$ cat src/hdl/aapr_pkg.sv
`default_nettype none
package aapr_pkg;

    localparam int XW  = 32;
    localparam int DW  = 33;
    localparam int CFW = 18;
    localparam int QW  = 20;
    localparam int OPW = 34;
    localparam int PW  = 68;

    localparam logic [CFW-1:0] COS_RESET = 18'd65534;
    localparam logic [CFW-1:0] SIN_RESET = 18'd572;

    typedef logic [1:0] t_cfg_idx;
    localparam t_cfg_idx CFG_COS = 2'd0;
    localparam t_cfg_idx CFG_SIN = 2'd1;

    typedef enum logic [1:0] {
        ST_ROTATED    = 2'd0,
        ST_AXIS_SET   = 2'd1,
        ST_DEGENERATE = 2'd2,
        ST_SATURATED  = 2'd3
    } t_status;

    typedef enum logic [4:0] {
        OP_NOP,
        OP_LOAD,
        OP_DIFF,
        OP_SQ_MUL,
        OP_SQRT_INIT,
        OP_SQRT_STEP,
        OP_IDENT,
        OP_DIV_INIT,
        OP_DIV_STEP,
        OP_DIV_WR,
        OP_QUAT_MUL,
        OP_QUAT_WR,
        OP_MAT_MUL,
        OP_MAT_WR,
        OP_RDIFF,
        OP_ROT_MUL,
        OP_ROT_WR,
        OP_OUT_WR
    } t_dp_op;

    typedef enum logic [3:0] {
        S_IDLE,
        S_DIFF,
        S_SQ,
        S_SQ_DRAIN,
        S_SQRT_INIT,
        S_SQRT,
        S_CHECK,
        S_DIV_INIT,
        S_DIV,
        S_DIV_WR,
        S_QUAT_MUL,
        S_QUAT_WR,
        S_MAT,
        S_RDIFF,
        S_ROT,
        S_OUT
    } t_state;

    typedef struct packed {
        t_dp_op     op;
        logic [3:0] idx;
        logic [1:0] sub;
        t_status    kind;
    } t_cmd;

    typedef struct packed {
        logic root_zero;
        logic out_free;
    } t_dp_stat;

    typedef struct packed {
        logic [1:0] qa;
        logic [1:0] qb;
        logic       neg;
        logic       diag;
    } t_mat_term;

    // Each matrix entry is an optional one plus two signed terms 2*qa*qb.
    function automatic t_mat_term mat_term(input logic [3:0] e, input logic t);
        t_mat_term m;
        m = '{qa: 2'd0, qb: 2'd0, neg: 1'b0, diag: 1'b0};
        case (e)
            4'd0: m = t ? '{2'd3, 2'd3, 1'b1, 1'b1} : '{2'd2, 2'd2, 1'b1, 1'b1};
            4'd1: m = t ? '{2'd0, 2'd3, 1'b1, 1'b0} : '{2'd1, 2'd2, 1'b0, 1'b0};
            4'd2: m = t ? '{2'd0, 2'd2, 1'b0, 1'b0} : '{2'd1, 2'd3, 1'b0, 1'b0};
            4'd3: m = t ? '{2'd0, 2'd3, 1'b0, 1'b0} : '{2'd1, 2'd2, 1'b0, 1'b0};
            4'd4: m = t ? '{2'd1, 2'd1, 1'b1, 1'b1} : '{2'd3, 2'd3, 1'b1, 1'b1};
            4'd5: m = t ? '{2'd0, 2'd1, 1'b1, 1'b0} : '{2'd2, 2'd3, 1'b0, 1'b0};
            4'd6: m = t ? '{2'd0, 2'd2, 1'b1, 1'b0} : '{2'd1, 2'd3, 1'b0, 1'b0};
            4'd7: m = t ? '{2'd0, 2'd1, 1'b0, 1'b0} : '{2'd2, 2'd3, 1'b0, 1'b0};
            4'd8: m = t ? '{2'd2, 2'd2, 1'b1, 1'b1} : '{2'd1, 2'd1, 1'b1, 1'b1};
            default: m = '{qa: 2'd0, qb: 2'd0, neg: 1'b0, diag: 1'b0};
        endcase
        return m;
    endfunction

endpackage
`default_nettype wire

$ cat src/hdl/aapr_ctrl.sv
`default_nettype none
module aapr_ctrl #(
    parameter int FRAC_BITS = 16
) (
    input  wire logic               i_clk,
    input  wire logic               i_rst_n,
    input  wire logic               i_in_valid,
    input  wire logic               i_operation,
    input  wire aapr_pkg::t_dp_stat i_stat,
    output aapr_pkg::t_cmd          o_cmd,
    output logic                    o_in_stall
);
    import aapr_pkg::*;

    localparam int NW = 33 + FRAC_BITS;
    localparam int CW = $clog2(NW);

    t_state        r_state, n_state;
    logic [3:0]    r_idx, n_idx;
    logic [CW-1:0] r_cnt, n_cnt;
    logic          r_rot, n_rot;
    logic          r_degen, n_degen;

    always_ff @(posedge i_clk) begin
        if (!i_rst_n) begin
            r_state <= S_IDLE;
            r_idx   <= '0;
            r_cnt   <= '0;
            r_rot   <= 1'b0;
            r_degen <= 1'b0;
        end else begin
            r_state <= n_state;
            r_idx   <= n_idx;
            r_cnt   <= n_cnt;
            r_rot   <= n_rot;
            r_degen <= n_degen;
        end
    end

    always_comb begin
        n_state = r_state;
        n_idx   = r_idx;
        n_cnt   = r_cnt;
        n_rot   = r_rot;
        n_degen = r_degen;
        unique case (r_state)
            S_IDLE: begin
                if (i_in_valid) begin
                    n_rot   = i_operation;
                    n_state = i_operation ? S_RDIFF : S_DIFF;
                end
            end
            S_DIFF: begin
                n_idx   = '0;
                n_state = S_SQ;
            end
            S_SQ: begin
                if (r_idx == 4'd2) begin
                    n_state = S_SQ_DRAIN;
                end else begin
                    n_idx = r_idx + 4'd1;
                end
            end
            S_SQ_DRAIN: n_state = S_SQRT_INIT;
            S_SQRT_INIT: begin
                n_cnt   = '0;
                n_state = S_SQRT;
            end
            S_SQRT: begin
                if (r_cnt == CW'(31)) begin
                    n_state = S_CHECK;
                end else begin
                    n_cnt = r_cnt + CW'(1);
                end
            end
            S_CHECK: begin
                n_degen = i_stat.root_zero;
                n_idx   = '0;
                n_state = i_stat.root_zero ? S_OUT : S_DIV_INIT;
            end
            S_DIV_INIT: begin
                n_cnt   = '0;
                n_state = S_DIV;
            end
            S_DIV: begin
                if (r_cnt == CW'(NW - 1)) begin
                    n_state = S_DIV_WR;
                end else begin
                    n_cnt = r_cnt + CW'(1);
                end
            end
            S_DIV_WR: begin
                if (r_idx == 4'd2) begin
                    n_idx   = '0;
                    n_state = S_QUAT_MUL;
                end else begin
                    n_idx   = r_idx + 4'd1;
                    n_state = S_DIV_INIT;
                end
            end
            S_QUAT_MUL: n_state = S_QUAT_WR;
            S_QUAT_WR: begin
                n_cnt = '0;
                if (r_idx == 4'd2) begin
                    n_idx   = '0;
                    n_state = S_MAT;
                end else begin
                    n_idx   = r_idx + 4'd1;
                    n_state = S_QUAT_MUL;
                end
            end
            S_MAT: begin
                if (r_cnt == CW'(3)) begin
                    n_cnt = '0;
                    if (r_idx == 4'd8) begin
                        n_state = S_OUT;
                    end else begin
                        n_idx = r_idx + 4'd1;
                    end
                end else begin
                    n_cnt = r_cnt + CW'(1);
                end
            end
            S_RDIFF: begin
                n_idx   = '0;
                n_cnt   = '0;
                n_state = S_ROT;
            end
            S_ROT: begin
                if (r_cnt == CW'(4)) begin
                    n_cnt = '0;
                    if (r_idx == 4'd2) begin
                        n_state = S_OUT;
                    end else begin
                        n_idx = r_idx + 4'd1;
                    end
                end else begin
                    n_cnt = r_cnt + CW'(1);
                end
            end
            S_OUT: begin
                if (i_stat.out_free) begin
                    n_state = S_IDLE;
                end
            end
            default: n_state = S_IDLE;
        endcase
    end

    always_comb begin
        o_cmd.op   = OP_NOP;
        o_cmd.idx  = r_idx;
        o_cmd.sub  = r_cnt[1:0];
        o_cmd.kind = r_rot ? ST_ROTATED : (r_degen ? ST_DEGENERATE : ST_AXIS_SET);
        o_in_stall = (r_state != S_IDLE);
        unique case (r_state)
            S_IDLE:      o_cmd.op = i_in_valid ? OP_LOAD : OP_NOP;
            S_DIFF:      o_cmd.op = OP_DIFF;
            S_SQ:        o_cmd.op = OP_SQ_MUL;
            S_SQ_DRAIN:  o_cmd.op = OP_NOP;
            S_SQRT_INIT: o_cmd.op = OP_SQRT_INIT;
            S_SQRT:      o_cmd.op = OP_SQRT_STEP;
            S_CHECK:     o_cmd.op = i_stat.root_zero ? OP_IDENT : OP_NOP;
            S_DIV_INIT:  o_cmd.op = OP_DIV_INIT;
            S_DIV:       o_cmd.op = OP_DIV_STEP;
            S_DIV_WR:    o_cmd.op = OP_DIV_WR;
            S_QUAT_MUL:  o_cmd.op = OP_QUAT_MUL;
            S_QUAT_WR:   o_cmd.op = OP_QUAT_WR;
            S_MAT: begin
                case (r_cnt[1:0])
                    2'd0, 2'd1: o_cmd.op = OP_MAT_MUL;
                    2'd3:       o_cmd.op = OP_MAT_WR;
                    default:    o_cmd.op = OP_NOP;
                endcase
            end
            S_RDIFF:     o_cmd.op = OP_RDIFF;
            S_ROT: begin
                if (r_cnt == CW'(4)) begin
                    o_cmd.op = OP_ROT_WR;
                end else if (r_cnt == CW'(3)) begin
                    o_cmd.op = OP_NOP;
                end else begin
                    o_cmd.op = OP_ROT_MUL;
                end
            end
            S_OUT:       o_cmd.op = i_stat.out_free ? OP_OUT_WR : OP_NOP;
            default:     o_cmd.op = OP_NOP;
        endcase
    end

    a_out_free: assert property (@(posedge i_clk) disable iff (!i_rst_n)
        (o_cmd.op == OP_OUT_WR) |-> i_stat.out_free)
        else $error("result written while the output register is held");

    a_accept_busy: assert property (@(posedge i_clk) disable iff (!i_rst_n)
        (r_state == S_IDLE && i_in_valid) |=> (r_state != S_IDLE))
        else $error("accepted request did not start work");

    a_div_bound: assert property (@(posedge i_clk) disable iff (!i_rst_n)
        (r_state == S_DIV) |-> (r_cnt <= CW'(NW - 1)))
        else $error("division step count out of range");

    a_rot_kind: assert property (@(posedge i_clk) disable iff (!i_rst_n)
        (r_state == S_ROT) |-> r_rot)
        else $error("rotation sequence on a set-axis request");

endmodule
`default_nettype wire

$ cat config.mk
export PLATFORM = sky130hd
export DESIGN_NAME = aapr_ctrl
export DESIGN_NICKNAME = d
export VERILOG_FILES = /design/src/hdl/aapr_pkg.sv /design/src/hdl/aapr_ctrl.sv
export SDC_FILE = /design/constraint.sdc
export NUM_CORES = 1
export LEC_CHECK = 0
export BUFFER_PORTS_ARGS = -buffer_cell sky130_fd_sc_hd__buf_2
export CORE_ASPECT_RATIO = 0.9
export CORE_MARGIN = 2
export CORE_UTILIZATION = 40
export CTS_CLUSTER_DIAMETER = 80
export DETAILED_ROUTE_END_ITERATION = 8
export PLACE_DENSITY_LB_ADDON = 0.12
export SYNTH_ARGS = -nofsm -noshare
export SYNTH_HDL_FRONTEND = slang
export SYNTH_SLANG_ARGS = --single-unit
$ cat constraint.sdc
create_clock -name i_clk -period 3.02 [get_ports i_clk]
set_input_delay 0.151 -clock i_clk [delete_from_list [all_inputs] [get_ports i_clk]]
set_output_delay 0.151 -clock i_clk [all_outputs]
set_load 0.01 [all_outputs]
== After elaboration in Yosys (flattened, before gate mapping) ==
Index checks and enable logic that the tools add are counted.
Operators by class
  add/sub/neg operators: 2
  equality and inequality tests: 35
  mux-type cells: 34
  reductions and logical operators: 13
Operators with widths (count)
  $pmux W5 S16: 1
  $mux W4: 18
  $pmux W4 S16: 1
  $eq A4 B4 Y1 const B: 9
  $pmux W6 S5: 1
  $mux W6: 4
  $ne A2 B2 Y1 const B: 12
  $pmux W4 S5: 1
  $eq A4 B3 Y1 const B: 4
  $eq A4 B2 Y1 const B: 3
  $mux W5: 2
  $reduce_bool A5 Y1: 2
  $reduce_and A9 Y1: 1
  $pmux W4 S2: 1
  $add A6 B1 Y6 const B: 1
  $eq A6 B2 Y1 const B: 1
  $eq A6 B3 Y1 const B: 1
  $eq A6 B5 Y1 const B: 1
  $eq A6 B6 Y1 const B: 1
  $mux W3: 2
  $add A4 B1 Y4 const B: 1
  $eq A4 B1 Y1 const B: 1
  $logic_not A4 Y1: 1
  $mux W2: 2
  11 further kinds: 12
Word-level totals
  bits in registers: 16
  input bits: 6
  output and inout port bits: 14
  word-level logic and storage cells: 89

== Longest topological paths before layout ==
  depth in word-level cells: 4
  gate-level depth with buffers: 8
  depth with buffers taken out: 7

== Least setup slack after synthesis ==
No wires, ideal clock.
  path type: register -> register
  start: reg r_cnt[1]
  end: reg r_state[0]
  setup time: 96 ps
  arrival time: 1972 ps
  data required time: 2924 ps
  setup slack: 953 ps
  stages on the path, launching flop included: 7
  buffers on the path: 0
  period minus slack after synthesis: 2067 ps
  path through: dfxtp_1 -> ha_1 -> nand3_2 -> or3b_1 -> and3_4 -> o41a_1 -> o41ai_2
Between the ends
  cells in the longest elaborated chain, start to end: 3
  elaborated cells between the ends (all ways): 9
  those cells by class: 8 x eq/ne; 1 x reduce/logical
RTL lines
  start: declaration: RTL line aapr_ctrl.sv:20  | logic [CW-1:0] r_cnt, n_cnt;
  start signal: assignment: RTL line aapr_ctrl.sv:34  | r_cnt <= n_cnt;
  $eq A6 B3 Y1, or another cell as far along: RTL line aapr_ctrl.sv:130  | if (r_cnt == CW'(4)) begin
  $ne A2 B2 Y1 (no line)
  $reduce_and A9 Y1 (no line) *
  end signal: assignment: RTL line aapr_ctrl.sv:32  | r_state <= n_state;
  end: declaration: RTL line aapr_ctrl.sv:18  | t_state r_state, n_state;
Every way passes the cells marked *; elsewhere a longest branch is shown, timed or not.
A chain may end at the register's enable or synchronous reset.

== Worst setup path after layout ==
  start: reg r_state[3]
  end: reg r_state[0]
Between the ends
  cells in the longest elaborated chain, start to end: 3
  elaborated cells between the ends (all ways): 27
  those cells by class: 24 x eq/ne; 1 x mux; 2 x reduce/logical
RTL lines
  $eq A4 B4 Y1, or another cell as far along: RTL line aapr_ctrl.sv:46  | unique case (r_state)
  $ne A2 B2 Y1 (no line)
  $reduce_and A9 Y1 (no line)
Parallel ways exist; a longest one is shown, timed or not.

==> metrics.txt <==
status=finished clean; Site Rows=21; internal power component=approximately 0.00074 W; WL per Instance=between 15 and 20 µm; max-capacitance violation count=0; total number of vias=~1,500; Initial Util=between 40% and 50%; Syn Nets=between 200 and 250; WP data arrival=2.52 ns; Reg power frac=28.9%; mux cell area share after synthesis=approximately 3.3%; Non-Filler Instances=261; Ant. Diodes=0; Tot GR Track Use=around 20%; first-pass GRT wire length=6800 µm; Synth Area in Simple Gates=38.2%; Post-synth top flop=dfxtp_1; Die ar.=0.00426 mm²; die height=62.1 µm; hold_ws=0.174 ns; Rel. slew slack=about half; FF+latch count, synth=16; remaining global-route overflow=0; Compound-Gate Fraction of Synth Area=24.0%; CTS tree=yes; clk slew on worst S/H paths=around 0.060 ns; largest family of logic cells by synthesized area=simple AND/OR/NAND/NOR gates; Detailed Routing Iterations Pass 1=4; layout net count=230; most frequent cells in the layout=nand2_1 (25), buf_2 (19), dfxtp_1 (16); CP Max Fanout=25; post-synthesis area per instance=around 7.3 µm²; most common cell after layout, fill and taps aside=nand2_1; hold_buf cts=0; DP Wirelength=2880 µm; Detailed Route WL=3980 µm; VDD IR max=0.299 mV; final antenna-violating net count=0; IO Pins=20; setup ws final=~0.66 ns; Setup CP Type=flop to flop; postcts setup bufs=0; RD Place Congestion=between 0.8 and 0.9; CP peak stage delay=0.80 ns; critical path startpoint=r_state[3]$_SDFFE_PN0P_; f_max=approximately 0.42 GHz; Yosys warnings=0; PostCTS Resize Cnt=0; Net Sw Frac=50.0%; Critical Path Slowest Stage Cell=dfxtp_1; root buffer cell=clkbuf_8; DR iter-0 viols=132; Synth Area in Adders=5.83%; combinational power share=59.9%; Place WS=between 0.7 and 0.8 ns; Worst Tran Pin Value=around 0.74 ns; core footprint=between 0.003 and 0.004 mm²; hold_sp=i_stat[1]; total power=between 0.001 and 0.0015 W; Mapped Cells=206; sequential area share after synthesis=approximately a fifth; Crit. End Element=flop; Sink Count=16; H-Tree Depth=1; Synth async-reset ratio=0%; vias in the first global route=~1,400; CP Cell Sequence=inv_1 > nor4_1 > a2111oi_0 > o41a_1 > o41ai_2; Min Clock Period, post-route=2.36 ns; Critical Path Start Type=flop; residual DRC count=0; filler cell count=roughly 390; PD cells=approximately 900 mW/mm²; final hold violation count=0; die width=a little under 70 µm; via/cell ratio=slightly below 6; Hold WC Path Type=input port to flop; Lkg Pwr=0.642 nW; Post-synth EDFFs=0; RSZ-0062 raised after global routing=false; Worst R2R Start=r_state[3]$_SDFFE_PN0P_; Yosys cell types=57; Crit path required time=between 3 and 4 ns; Fin Clk Skew=just under 0.008 ns; synthesized cell area=0.00150 mm²; Inserted Clock Buffers=3; multi-input logic area=approximately 0.0011 mm²; IO Port Bufs=19; Slew Viols, Final=0; worst-case clock buffer depth=2; area grow syn2layout=9.08%; share of cells above drive strength 1=between 10% and 20%; Sw Pwr=0.000737 W; period utilization=about 78%; share of total power in the clock network=around 11%; post-synthesis xor/xnor area fraction=0%; number of setup violations in the final report=0; Setup TNS=0 ns; Worst-Skew Late Latency=~0.26 ns; Cells after DPL=258; FF/Latch Area=320 µm²; largest net degree at the start of global routing=26; initial antenna violation count=0
==> worst max-delay path: cells and delay by family (launching register included) <==
kind / cells / cell delay (ns)
AOI/OAI and AO/OA: 3 / 0.88
and+or+nand+nor: 1 / 0.32
DFF: 1 / 0.80
buffers and inverters: 1 / 0.26
==> sequential cells by signal, indices dropped and copies added, names as in the netlist <==
name,flops
r_cnt,6
r_degen,1
r_idx,4
r_rot,1
r_state,4
==> layout make-up <==
type | count | share of cell area [%]
sequential | 16 | 19.6
tap | 46 | 3.51
multi-input combinational | 165 | 65.4
timing repair buffer | 21 | 6.72
clock buffer | 3 | 2.52
inverter | 10 | 2.29
==> kinds of logic after synthesis <==
group,count (synthesis)
AND/OR/NAND/NOR,104
buffers and inverters,25
flip-flops,16
adder cells (fa/ha/maj),7
AO/OA/AOI/OAI,49
multiplexers,5
==> stage by stage <==
| step | instance area (µm²) | util, % |
|---|---|---|
| global route | 1640 | 44.8 |
| detailed placement | 1600 | 43.7 |
| global placement | 1600 | 43.7 |
| CTS | 1640 | 44.8 |
| finish | 1640 | 44.8 |
| floorplan | 1500 | - |
==> worst paths after layout <==
| kind | endpoint | slack (ns) | depth (start not counted) |
|---|---|---|---|
| worst max register to register | r_state[0]$_SDFFE_PN0P_ | 0.66 | 5 |
| worst max-delay path | r_state[0]$_SDFFE_PN0P_ | 0.66 | 5 |
| worst min-delay path | r_degen$_SDFFE_PN0P_ | 0.17 | 3 |
| worst min register to register | r_degen$_SDFFE_PN0P_ | 0.51 | 2 |
==> power groups by stage <==
| stage | Sequential [W] | Combinational, W | Clock, W |
|---|---|---|---|
| 2_1_floorplan | 0.000313 | 0.000776 | 0 |
| 3_3_place_gp | 0.000425 | 0.000865 | 0 |
| 3_5_place_dp | 0.000427 | 0.000876 | 0 |
| 4_1_cts | 0.000423 | 0.000885 | 0.000168 |
| 5_1_grt | 0.000446 | 0.000999 | 0.000181 |
| 6_report | 0.000427 | 0.000883 | 0.000165 |
==> synth_stat cells (3+ instances only) <==
cell type | instances | area, µm²
a21oi_1 | 11 | 55.1
and2_1 | 3 | 18.8
buf_2 | 4 | 20.0
buf_4 | 3 | 22.5
clkbuf_1 | 7 | 26.3
dfxtp_1 | 16 | 320
ha_1 | 7 | 87.6
inv_1 | 9 | 33.8
mux2i_1 | 5 | 50.1
nand2_1 | 25 | 93.8
nand2b_1 | 9 | 56.3
nand3_1 | 14 | 70.1
nand4_1 | 3 | 18.8
nand4b_1 | 4 | 35.0
nor2_1 | 14 | 52.6
nor2b_1 | 5 | 31.3
nor3_1 | 7 | 35.0
o21ai_0 | 6 | 30.0
o21ai_1 | 3 | 15.0
o22ai_1 | 3 | 18.8
or3_1 | 3 | 18.8
or3b_1 | 3 | 26.3
==> metal layers <==
layer  vias up  GRT usage, %  share of wire [%]
met1       695          29.9                 47
met3         8          3.08                7.3
met5         -             0                  0
met4         0          6.00                1.3
met2        57          30.0                 45
li1        780             -                  -
No activity file was read; power rests on OpenSTA's default activity.
